--- src/rtl/mbsp_pkg.sv ---
package mbsp_pkg;

    localparam logic [7:0] SYSEX_START   = 8'hF0;
    localparam logic [7:0] SYSEX_EOX     = 8'hF7;
    localparam logic [7:0] MTC_QUARTER   = 8'hF1;
    localparam logic [7:0] SONG_POSITION = 8'hF2;
    localparam logic [7:0] SONG_SELECT   = 8'hF3;
    localparam logic [7:0] COMMON_FIRST_DROP = 8'hF4;
    localparam logic [7:0] REALTIME_FIRST    = 8'hF8;
    localparam logic [7:0] UNDEF_RT_A    = 8'hF9;
    localparam logic [7:0] UNDEF_RT_B    = 8'hFD;
    localparam logic [7:0] SYSTEM_FIRST  = 8'hF0;
    localparam logic [7:0] NO_STATUS     = 8'h00;

    localparam logic [3:0] NIB_PROG_CHANGE = 4'hC;
    localparam logic [3:0] NIB_CHAN_PRESS  = 4'hD;

    localparam logic [1:0] FILL_NONE   = 2'd0;
    localparam logic [1:0] FILL_FIRST  = 2'd1;
    localparam logic [1:0] FILL_SECOND = 2'd2;

    localparam logic [1:0] LEN_ONE   = 2'd1;
    localparam logic [1:0] LEN_TWO   = 2'd2;
    localparam logic [1:0] LEN_THREE = 2'd3;

    typedef struct packed {
        logic [7:0] status_byte;
        logic [6:0] data_first;
        logic [6:0] data_second;
        logic [1:0] msg_length;
    } mbsp_msg_t;

    typedef struct packed {
        logic      emit;
        mbsp_msg_t msg;
    } mbsp_result_t;

endpackage

--- src/rtl/mbsp_core.sv ---
module mbsp_core
    import mbsp_pkg::*;
(
    input  logic         aclk,
    input  logic         aresetn,
    input  logic         step,
    input  logic [7:0]   in_byte,
    output mbsp_result_t result
);

    logic       in_sysex_reg,    in_sysex_next;
    logic [7:0] held_status_reg, held_status_next;
    logic [6:0] held_data_reg,   held_data_next;
    logic [1:0] fill_index_reg,  fill_index_next;

    logic need_two;

    // Program change, channel pressure, MTC quarter frame and song select carry one data byte.
    assign need_two = (held_status_reg[7:4] == NIB_PROG_CHANGE)
                   || (held_status_reg[7:4] == NIB_CHAN_PRESS)
                   || (held_status_reg == MTC_QUARTER)
                   || (held_status_reg == SONG_SELECT);

    always_comb begin
        in_sysex_next    = in_sysex_reg;
        held_status_next = held_status_reg;
        held_data_next   = held_data_reg;
        fill_index_next  = fill_index_reg;
        result           = '0;

        if (in_byte == SYSEX_START) begin
            in_sysex_next = 1'b1;
        end else if (in_byte == SYSEX_EOX) begin
            in_sysex_next = 1'b0;
        end else if (in_sysex_reg) begin
            // drop everything inside sysex
        end else if (in_byte >= REALTIME_FIRST) begin
            if (in_byte != UNDEF_RT_A && in_byte != UNDEF_RT_B) begin
                result.emit            = 1'b1;
                result.msg.status_byte = in_byte;
                result.msg.msg_length  = LEN_ONE;
            end
        end else if (in_byte >= COMMON_FIRST_DROP) begin
            // drop undefined and tune request common bytes
        end else if (in_byte[7]) begin
            held_status_next = in_byte;
            fill_index_next  = FILL_FIRST;
        end else if (held_status_reg != NO_STATUS) begin
            if (fill_index_reg != FILL_SECOND && !need_two) begin
                held_data_next  = in_byte[6:0];
                fill_index_next = FILL_SECOND;
            end else begin
                result.emit            = 1'b1;
                result.msg.status_byte = held_status_reg;
                if (fill_index_reg != FILL_SECOND) begin
                    result.msg.data_first = in_byte[6:0];
                    result.msg.msg_length = LEN_TWO;
                end else begin
                    result.msg.data_first  = held_data_reg;
                    result.msg.data_second = in_byte[6:0];
                    result.msg.msg_length  = LEN_THREE;
                end
                held_data_next = '0;
                // System common clears status; channel messages keep running status.
                if (held_status_reg >= SYSTEM_FIRST) begin
                    held_status_next = NO_STATUS;
                    fill_index_next  = FILL_NONE;
                end else begin
                    fill_index_next  = FILL_FIRST;
                end
            end
        end
    end

    always_ff @(posedge aclk) begin
        if (!aresetn) begin
            in_sysex_reg    <= 1'b0;
            held_status_reg <= NO_STATUS;
            held_data_reg   <= '0;
            fill_index_reg  <= FILL_NONE;
        end else if (step) begin
            in_sysex_reg    <= in_sysex_next;
            held_status_reg <= held_status_next;
            held_data_reg   <= held_data_next;
            fill_index_reg  <= fill_index_next;
        end
    end

endmodule

--- src/rtl/midi_byte_stream_parser.sv ---
// Channel | Direction | Ports                                          | Role
// s_      | in        | s_valid, s_ready, s_in_byte                    | received MIDI byte
// m_      | out       | m_valid, m_ready, m_status_byte, m_data_first, | completed message
//         |           | m_data_second, m_msg_length                    |
//
// One byte is taken per cycle unless a byte that completes a message waits on a full
// result register; a completed message passes through the input register, then the result
// register, and is held there while the result register waits on m_ready.
// The parser state updates in the cycle a byte leaves the input register, which sets
// the one-byte-per-cycle rate.
// aresetn is synchronous, active low: it empties both registers and clears the state.
// While a result waits on m_ready, the input register still takes one more byte; bytes
// that complete no message keep flowing through it.
module midi_byte_stream_parser
    import mbsp_pkg::*;
(
    input  logic       aclk,
    input  logic       aresetn,
    input  logic       s_valid,
    output logic       s_ready,
    input  logic [7:0] s_in_byte,
    output logic       m_valid,
    input  logic       m_ready,
    output logic [7:0] m_status_byte,
    output logic [6:0] m_data_first,
    output logic [6:0] m_data_second,
    output logic [1:0] m_msg_length
);

    logic         in_valid_reg;
    logic [7:0]   in_byte_reg;
    logic         out_valid_reg;
    mbsp_msg_t    out_msg_reg;
    mbsp_result_t result;
    logic         out_free;
    logic         advance;

    // The result register can take a new message when empty or being drained.
    assign out_free = !out_valid_reg || m_ready;

    // Advance the held byte unless it makes a message and the result register is full.
    assign advance = in_valid_reg && (!result.emit || out_free);

    assign s_ready = !in_valid_reg || advance;

    mbsp_core u_core (
        .aclk    (aclk),
        .aresetn (aresetn),
        .step    (advance),
        .in_byte (in_byte_reg),
        .result  (result)
    );

    // Input register: hold the byte until the parser consumes it.
    always_ff @(posedge aclk) begin
        if (!aresetn) begin
            in_valid_reg <= 1'b0;
        end else if (s_ready) begin
            in_valid_reg <= s_valid;
        end
    end

    always_ff @(posedge aclk) begin
        if (s_valid && s_ready) begin
            in_byte_reg <= s_in_byte;
        end
    end

    // Result register: load a finished message, drop valid once transferred.
    always_ff @(posedge aclk) begin
        if (!aresetn) begin
            out_valid_reg <= 1'b0;
        end else if (advance && result.emit) begin
            out_valid_reg <= 1'b1;
        end else if (m_ready) begin
            out_valid_reg <= 1'b0;
        end
    end

    always_ff @(posedge aclk) begin
        if (advance && result.emit) begin
            out_msg_reg <= result.msg;
        end
    end

    assign m_valid       = out_valid_reg;
    assign m_status_byte = out_msg_reg.status_byte;
    assign m_data_first  = out_msg_reg.data_first;
    assign m_data_second = out_msg_reg.data_second;
    assign m_msg_length  = out_msg_reg.msg_length;

endmodule

--- config.mk ---
export PLATFORM = sky130hd
export DESIGN_NAME = midi_byte_stream_parser
export DESIGN_NICKNAME = d
export VERILOG_FILES = /design/src/rtl/mbsp_pkg.sv /design/src/rtl/mbsp_core.sv /design/src/rtl/midi_byte_stream_parser.sv
export SDC_FILE = /design/constraint.sdc
export NUM_CORES = 1
export LEC_CHECK = 0
export BUFFER_PORTS_ARGS = -buffer_cell sky130_fd_sc_hd__buf_2
export CAP_MARGIN = 20
export CORE_UTILIZATION = 28
export CTS_BUF_LIST = sky130_fd_sc_hd__clkbuf_16
export CTS_CLUSTER_SIZE = 16
export DETAILED_ROUTE_END_ITERATION = 12
export GPL_ROUTABILITY_DRIVEN = 0
export SYNTH_ARGS = -nofsm -noshare
export SYNTH_HDL_FRONTEND = slang
export SYNTH_SLANG_ARGS = --single-unit
--- constraint.sdc ---
create_clock -name aclk -period 8.4 [get_ports aclk]
set_input_delay 0.84 -clock aclk [delete_from_list [all_inputs] [get_ports aclk]]
set_output_delay 0.84 -clock aclk [all_outputs]
set_load 0.02 [all_outputs]
==> key figures <==
Timing
  – Min Tclk post-route: 3.30 ns
  – Max frequency: 303 MHz
  – RSZ-0062 raised after global routing: no
  – Setup violators final: 0
  – Setup_tns: 0 ns
  – Relative slew margins: 39.7%
  – Pins Over Slew Limit: 0
  – Final hold violations: 0
  – Worst Hold Slack: 0.462 ns
  – Final worst slack: 5.10 ns
  – Clk_skew: 0.0109 ns
  – Tcrit/Tclk final: 39.3%
  – Slew @ Worst Pin: 0.902 ns

Clock network
  – Clock Latency Late Sink: 0.30 ns
  – PostCTS Resize Cnt: 0
  – CTS tree: done
  – CTS hold repair buffers: 0
  – Clk buf depth: 2
  – Htree depth: 2
  – Root buffer cell: clkbuf_16
  – TritonCTS Sinks: 52
  – Setup repair bufs after CTS: 0
  – Cts bufs inserted: 5
  – Clock slew at reported path FFs: 0.07 ns

Logic synthesis
  – #FFs+latches synth: 52
  – Sequential area share after synthesis: 59.6%
  – Synth Cell Area: 2280 sq um
  – Most used DFF post-synth: edfxtp_1
  – Library cells used by synthesis: 39
  – Yosys warns: 0
  – Number of synthesized flops with an enable pin: 32
  – Mapped Cells: 200
  – Syn Nets: 212
  – Synthesized area per cell: 11.4 sq um
  – Share of flip-flops with an asynchronous set or reset: 0%

Hold path
  – Hold Path Class: flop to flop

Final layout
  – Most frequent cells in the layout: 43 x nand2_1, 37 x buf_2, 32 x edfxtp_1
  – Most common cell after layout, fill and taps aside: nand2_1
  – Antenna cells: 0
  – Finished Layout Cells: 338
  – Area Growth Syn to Fin: 20.9%
  – Layout cells sized above 1: 24.2%
  – Nets: 247
  – Post-route design area: 2760 sq um

Critical path
  – CP Capture Type: output pin
  – Worst endpoint required time: 7.56 ns
  – Type of origin of the critical path: flop
  – FF-to-FF End: m_data_second[2]
  – CP Max Fanout: 13
  – Crit path from: in_byte_reg[7]
  – FF-to-FF setup slack: 5.83 ns
  – Crit path DAT: 2.46 ns
  – CP endpoint: s_ready
  – Slowest stage cell, crit path: edfxtp_1
  – Max incr delay on CP: 0.63 ns
  – Crit Path Class: flop to output pin
  – Worst path cell trace: nand4_1, nor3_4, o21ai_1, or2_1, buf_2
  – RR Startpoint: in_byte_reg[7]
  – Reg2reg path depth: 5

Floorplan
  – Vert. Die Dim: 92.3 um
  – Die area: 8520 sq um
  – FP Rows: 32
  – Die W: 92.3 um
  – Core box area: 7810 sq um
  – # IOs: 38
  – Starting density of the core: 29.2%

Placement
  – Dpl cells: 329
  – Post-Place Setup Slack: 5.32 ns
  – Placed Area: 2550 sq um
  – Post-DP HPWL: 3.30 mm
  – IO buf count: 37

Routing
  – Residual DRC: 0
  – Routed vias: 1587
  – DR pass1 iterations: 4
  – Average wire per standard cell: 13.9 um
  – WL final: 4.70 mm
  – Iter 0 DRT Violations: 161
  – Drt via density: 4.70
  – DRT antenna net count: 0

Power
  – PD cells: 208 nW/um^2
  – Pleak: 1.03 nW
  – VDD IR max: 0.115 mV

GRT
  – Largest net degree at the start of global routing: 31
  – Vias in the first global route: 1480
  – First-pass GRT wire length: 7.58 mm
  – Antenna violations before repair: 0
  – Gr usage total: 11.7%
  – Remaining Overflow, GRT: 0

Run status
  – Outcome: finished, final reports clean

Job
  – Max-Cap Viols: 0
-- Yosys cell counts (2+ instances only) --
library cell,instances,share of area [%]
nand2_1,43,7.1
edfxtp_1,32,42
dfxtp_1,20,18
mux2i_1,15,6.6
a21oi_1,10,2.2
and3_1,9,2.5
a21o_1,6,2.0
clkbuf_1,6,0.99
nand3_1,6,1.3
nor2_1,6,0.99
buf_2,4,0.88
inv_1,3,0.49
nand2b_1,3,0.82
nor2b_1,3,0.82
o21ai_1,3,0.66
a22o_1,2,0.77
a32o_1,2,0.88
nand4_1,2,0.55
o21a_1,2,0.66
o21ai_0,2,0.44
o221ai_4,2,2.3
or2_1,2,0.55
-- cell type report --
type                            instances  area [sq um]
Tap cell                              102           128
Clock buffer                            5           125
Sequential cell                        52          1360
Clock inverter                          3          68.8
Multi-Input combinational cell        133           856
Inverter                                4          15.0
Fill cell                             779          5050
Timing Repair Buffer                   39           208
-- per-layer routing --
metal | global-route usage (%) | routed length [um] | up-vias
met5 | 0 | 0 | -
met4 | 5.86 | 103 | 0
met3 | 2.46 | 179 | 7
met2 | 16.4 | 1970 | 37
met1 | 16.9 | 2440 | 753
li1 | - | - | 790
-- metrics by stage --
stage          utilization [%]  power [mW]
6_report                  35.4       0.575
5_1_grt                   35.4       0.591
4_1_cts                   35.2       0.577
3_5_place_dp              32.7       0.315
3_3_place_gp              32.7       0.315
2_1_floorplan                -       0.306
-- worst min-delay path by stage --
stage	from	to	slack, ns	depth (start not counted)
5_1_grt	u_core.held_data_reg[5]	u_core.held_data_reg[5]	0.48	2
6_report	u_core.held_data_reg[1]	u_core.held_data_reg[1]	0.46	2
4_1_cts	u_core.held_data_reg[5]	u_core.held_data_reg[5]	0.46	2
3_3_place_gp	u_core.held_data_reg[6]	u_core.held_data_reg[6]	0.45	2
3_5_place_dp	u_core.held_data_reg[5]	u_core.held_data_reg[5]	0.45	2
2_1_floorplan	u_core.held_data_reg[0]	u_core.held_data_reg[0]	0.43	2
-- cell families (layout without fill, tap and decap cells) --
kind of cell,Yosys count,in the layout,share of synthesized area (%)
AOI/OAI and AO/OA,37,37,13.4
buffers and inverters,15,51,3.01
DFF,52,52,59.6
muxes,15,15,6.58
and+or+nand+nor,81,81,17.4
-- where the power goes --
part / internal, mW / switching (mW)
registers: 0.275 / 0.00751
clock network: 0.172 / 0.0935
logic: 0.0106 / 0.0167
total: 0.457 / 0.118
-- critical path, delay by kind of cell (launching register included) --
kind            cells  cell delay [ns]
flops               1             0.63
compound gates      1             0.28
buf+inv             1             0.16
simple gates        3             1.10
No activity file was read; power rests on OpenSTA's default activity.
